## src/capc_pkg.sv

```systemverilog
package capc_pkg;

  localparam int SUBSAMPLES_DEF = 10;
  localparam int FRAC_BITS_DEF  = 8;

  localparam int COORD_W   = 24;  // input coordinate width
  localparam int DIFF_W    = 25;  // signed pixel - centre
  localparam int TERM_W    = 26;  // signed difference plus sub-point offset
  localparam int MAG_W     = 25;  // magnitude of a term
  localparam int SQ_W      = 50;  // square of a term, also sum of two difference squares
  localparam int SUM_W     = 51;  // sx + sy in a cell
  localparam int RAD_W     = 16;
  localparam int THR_W     = 17;  // radius +/- margin
  localparam int THR_SQ_W  = 34;
  localparam int R2_W      = 32;
  localparam int OFF_W     = 13;  // signed sub-point offset, |offset| <= 2^11
  localparam int ROW_CNT_W = 5;   // hits in one row, up to 16
  localparam int ACC_W     = 9;   // hits in the grid, up to 256
  localparam int COUNT_W   = 7;
  localparam int COUNT_MAX = 127;

  typedef enum logic [2:0] {
    ST_IDLE,
    ST_MUL,
    ST_CMP,
    ST_ROWS,
    ST_DRAIN,
    ST_DONE
  } capc_state_t;

  // One row travelling along the cell chain
  typedef struct packed {
    logic                 vld;
    logic [SQ_W-1:0]      sq;
    logic [ROW_CNT_W-1:0] cnt;
  } capc_link_t;

  function automatic logic [SQ_W-1:0] sq_mag(input logic signed [TERM_W-1:0] v);
    logic [TERM_W-1:0] neg;
    logic [MAG_W-1:0]  m;
    neg = -v;
    m   = v[TERM_W-1] ? neg[MAG_W-1:0] : v[MAG_W-1:0];
    return m * m;
  endfunction

endpackage

```

## src/capc_cell.sv

```systemverilog
module capc_cell #(
  parameter int OFFSET = 0
) (
  input  logic                                   clk,
  input  logic                                   rst,
  input  logic                                   load,
  input  logic signed [capc_pkg::DIFF_W-1:0]     dx,
  input  logic        [capc_pkg::R2_W-1:0]       r2,
  input  capc_pkg::capc_link_t                   link_in,
  output capc_pkg::capc_link_t                   link_out
);

  logic        [capc_pkg::SQ_W-1:0]   sx;
  logic signed [capc_pkg::TERM_W-1:0] term;
  logic        [capc_pkg::SUM_W-1:0]  total;
  logic                               hit;

  // column term of this cell, squared once per word
  assign term = capc_pkg::TERM_W'(dx) + capc_pkg::TERM_W'(OFFSET);

  always_ff @(posedge clk) begin
    if (load) begin
      sx <= capc_pkg::sq_mag(term);
    end
  end

  assign total = capc_pkg::SUM_W'(sx) + capc_pkg::SUM_W'(link_in.sq);
  assign hit   = link_in.vld && (total <= capc_pkg::SUM_W'(r2));

  always_ff @(posedge clk) begin
    if (rst) begin
      link_out.vld <= 1'b0;
    end else begin
      link_out.vld <= link_in.vld;
      link_out.sq  <= link_in.sq;
      link_out.cnt <= link_in.cnt + capc_pkg::ROW_CNT_W'(hit);
    end
  end

endmodule

```

## config.mk

```make
export PLATFORM = sky130hd
export DESIGN_NAME = capc_cell
export DESIGN_NICKNAME = d
export VERILOG_FILES = /design/src/capc_pkg.sv /design/src/capc_cell.sv
export SDC_FILE = /design/constraint.sdc
export NUM_CORES = 1
export LEC_CHECK = 0
export BUFFER_PORTS_ARGS = -buffer_cell sky130_fd_sc_hd__buf_2
export CAP_MARGIN = 10
export CORE_MARGIN = 5
export CORE_UTILIZATION = 49
export CTS_BUF_LIST = sky130_fd_sc_hd__clkbuf_2 sky130_fd_sc_hd__clkbuf_4 sky130_fd_sc_hd__clkbuf_8
export CTS_CLUSTER_DIAMETER = 120
export DETAILED_ROUTE_END_ITERATION = 7
export PLACE_DENSITY = 0.67
export SETUP_SLACK_MARGIN = 0.3
export SYNTH_ARGS = -nofsm -noshare
export SYNTH_HDL_FRONTEND = slang
export SYNTH_SLANG_ARGS = --single-unit
```

## constraint.sdc

```tcl
create_clock -name clk -period 23.2 [get_ports clk]
set_input_delay 1.16 -clock clk [delete_from_list [all_inputs] [get_ports clk]]
set_output_delay 1.16 -clock clk [all_outputs]
set_load 0.005 [all_outputs]
```

-- Yosys cells after proc, flatten, opt, wreduce, memory -nomap -nowiden
Cells that the tools add are included.
- flip-flop bits (word level): 106
- input bits: 116
- add/sub/neg operators: 3
- $mul: 1
- magnitude comparators: 1
- multiplexer cells: 1
- reductions and logical operators: 1
- operators with widths (cell ; number):
    50-bit by 50-bit adder with 51-bit output ; 1
    51-bit by 32-bit less-or-equal comparator with 1-bit output ; 1
    25-bit by 25-bit multiplier with 50-bit output ; 1
    25-bit 2-to-1 mux ; 1
    25-bit negation ; 1
    5-bit by 1-bit adder with 5-bit output ; 1
    1-bit logical AND ; 1

-- Depth between registers and ports, before layout
- word-level depth: 4
- mapped depth: 38

-- Worst setup path after synthesis
OpenSTA, ideal clock, no wires.
- kind: input port to flip-flop
- start: input port dx[0] (netlist bit)
- end: register sx[48] (netlist bit), data pin
- setup time: 0.269 ns
- arrival time: 10.351 ns
- required time: 22.931 ns
- setup slack: 12.580 ns
- stages: 35
- cells stage by stage: clkbuf_1 -> inv_1 -> clkbuf_1 -> ha_1 -> nand2_1 -> or4_1 -> or4_1 -> or3_1 -> o31ai_2 -> xor2_1 -> clkbuf_1 -> nor2_1 -> fa_1 -> fa_1 -> fa_1 -> inv_1 -> fa_1 -> inv_1 -> fa_1 -> inv_1 -> fa_1 -> inv_1 -> fa_1 -> ha_1 -> a21o_1 -> a21o_1 -> nand2_1 -> a21oi_1 -> or4_1 -> o211ai_1 -> a211oi_1 -> o41ai_2 -> o31a_1 -> o31ai_1 -> xor2_1
- cells in the longest elaborated chain, start to end: 3
- RTL lines (element ; RTL line ; source):
    start, declared ; capc_cell.sv:7 ; input logic signed [capc_pkg::DIFF_W-1:0] dx,
    25-bit negation ; capc_pkg.sv:41 ; neg = -v;
    25-bit 2-to-1 mux (*) ; capc_pkg.sv:42 ; m = v[TERM_W-1] ? neg[MAG_W-1:0] : v[MAG_W-1:0];
    25-bit by 25-bit multiplier with 50-bit output (*) ; capc_pkg.sv:43 ; return m * m;
    end signal, assigned ; capc_cell.sv:23 ; sx <= capc_pkg::sq_mag(term);
    end, declared ; capc_cell.sv:13 ; logic [capc_pkg::SQ_W-1:0] sx;
Every way passes the cells marked *; elsewhere a longest branch is shown, timed or not.
A chain may end at the register's enable or synchronous reset.

-- Final worst setup path
- start: input port dx[0] (netlist bit)
- end: register sx[46] (netlist bit), data pin
Same word-level chain as after synthesis.

==> results.cfg <==
[floorplan]
initial_core_util_pct = 49.32
row_count = 82
die-area_mm2 = 0.05487
die_w_um = 234.3
ios = 172
coreArea_mm2 = 0.04997
fp.dieH_um = 234.3

[synth]
ys_ff_latch = 105
yosys.area_share.simple_pct = 9.643
synthesis.instances = 2640
synth_top_flop_cell = edfxtp_1
synthXorXnorAreaFrac_pct = 4.479
synthMuxAreaShare_pct = 0.1625
synth_area_leaders = fa_1 (38%), ha_1 (13%), edfxtp_1 (13%)
synth_edf_count = 104
synth.distinct_cells = 85
synth_area_mm2 = 0.02464
synth_fa_ha_area_share_pct = 51.35
synth.avg_cell_area_um2 = 9.334
async_flop_share_pct = 0
seq_area_frac_synth_pct = 12.76
yosysTopAreaCell = fa_1
ys_warn_count = 0
synth_top_area_share_pct = 37.94
synth_compound_area_share_pct = 9.201
synth_top_family_by_area = adder cells

[clocking]
cts_tree = yes
cts.sinks = 105
numCtsBuffers = 9
post_cts_buffers = 0
clkTransAtPathRegs_ps = 100
cts.htree.levels = 3
ctsHoldBuffers = 0
clock_latency_ps = 390
post_cts_resized = 0
cts_buffer_depth = 2
cts_root_buf = clkbuf_8

[finish]
regArea_mm2 = 0.003143
drive_gt1_share_pct = 9.250
fill_cells = 4535
final_nets = 3642
final_common_cell = inv_1
multi_input_area_mm2 = 0.01853
syn2layout_area_growth_pct = 7.495
layout_common_cells = inv_1 (703), fa_1 (467), ha_1 (264)

[detailed_routing]
viasPerCell = 5.296
vias = 18390
drcViolationCount = 0
wl_per_cell_um = 18.91
finalWirelength_um = 65670
firstDrtPassIters = 5
final_antenna_net_count = 0
drt_iter0_markers = 1176

[global_routing]
met3_usage_pct = 3.390
grt_util_all_layers_pct = 24.14
grt_pass1_vias = 19860
use_met1_pct = 32.54
top_usage_layer = met2
gr-total-overflow = 0
antenna_found_initial = 1
grt_pass1_wl_um = 104200
met2_usage_pct = 41.13
grt_max_degree = 56

[setup_path]
required_ps = 23420
crit_fanout = 22
slowest_stage = inv_1
worst_path_most_repeated_cell = inv_1
cpPeakStageDelay_ps = 630
critical_path_class = input pin to register
endpoint_kind = register
critPathLaunchType = input pin
worstPathArrival_ps = 11750

[sta]
skew_ps = 13.51
finalCritPeriodShare_pct = 49.70
worst_slew_pin_slew_ps = 1093
final_max_slew_viol_count = 0
period_needed_ps = 11530
hold_viol_final = 0
fmax_mhz = 86.74
rsz0062_at_grt = false
max-slew-margin-rel_pct = 27.06
finalSetupViolations = 0
final.setup.tns_ps = 0

[placed_design]
gp_congestion = 0.9398
dp_hpwl_um = 56370
io_buffers = 171

[flow_run]
drv_cap = 0

[worst_hold_path]
hold_class = input pin to register

[run_status]
status = completed
==> per-layer routing <==
metal	vias to the layer above	wire length [um]
met5	-	0
met4	0	1972
met3	122	4742
met2	715	31360
met1	9096	27600
li1	8460	-
==> cell usage after synthesis, types with 3 or more instances <==
master,n
o21ai_1,10
buf_1,4
nand3_1,21
edfxtp_1,104
o21ai_0,50
and2_1,5
o211ai_1,4
or3_1,8
and3_1,5
inv_2,21
a31oi_1,13
o31ai_1,9
a2111oi_0,3
xnor2_1,73
nor4_1,8
buf_4,4
nor2b_1,10
nor3_1,13
buf_6,3
a21oi_1,101
a211oi_1,9
and4_1,4
nor3b_1,3
clkinv_1,4
fa_1,467
xor2_1,48
or4_1,9
mux2i_1,4
nand4_1,25
o21bai_1,18
o31a_1,6
nand2b_1,7
a221oi_1,6
nor2_1,176
nand2_1,237
inv_1,704
a21o_1,56
buf_2,13
clkbuf_1,43
o21a_1,11
ha_1,264
==> flip-flops by register name (all words and copies together) (netlist names) <==
| register | count |
|---|---|
| sx | 49 |
| link_out | 56 |
==> per-stage QoR <==
step	setup slack, ps	utilization (%)	hold slack, ps	area (um^2)	cells
after floorplan	12580	-	971.1	24700	2656
after global placement	11570	52.62	1140	26290	3456
after detailed placement	11300	52.62	1152	26290	3456
after CTS	11710	53.01	941.4	26490	3472
after global routing	10950	53.01	955.7	26490	3473
final	11670	53.01	952.8	26490	3473
==> path summary, 6_finish.rpt <==
| path | startpoint | endpoint | slack [ps] | cells after the start |
|---|---|---|---|---|
| max reg2reg | sx[0]$_DFFE_PP_ | link_out[4]$_DFFE_PN_ | 16140 | 25 |
| min reg2reg | sx[42]$_DFFE_PP_ | link_out[0]$_DFFE_PN_ | 1180 | 4 |
| min | rst | link_out[55]$_SDFF_PP0_ | 950 | 2 |
| max | dx[0] | sx[46]$_DFFE_PP_ | 11670 | 38 |
==> cell families (layout without fill, tap and decap cells) <==
| logic type | count (synthesis) | count (layout) |
|---|---|---|
| buf+inv | 797 | 941 |
| compound gates | 335 | 335 |
| simple gates | 543 | 543 |
| mux | 4 | 4 |
| fa+ha+maj | 731 | 731 |
| flops | 105 | 105 |
| other cells | 2 | 19 |
| xor+xnor | 123 | 123 |
==> layout make-up <==
cell class	instances	area share, %
Antenna cell	1	0.009447
Clock buffer	11	0.5243
Clock inverter	5	0.2126
Inverter	729	10.33
Multi-Input combinational cell	1754	69.94
Sequential cell	105	11.87
Tap cell	672	3.174
Timing Repair Buffer	196	3.940
==> critical path, delay by kind of cell <==
family / cells / cell delay (ps)
XOR/XNOR: 2 / 380
buffers and inverters: 11 / 1650
adder cells (fa/ha/maj): 9 / 4250
AO/OA/AOI/OAI: 5 / 1240
AND/OR/NAND/NOR: 11 / 3020
Power is left out: the tool's default activity adds up to more than one toggle a clock period on the data nets, which glitch-free logic cannot reach.
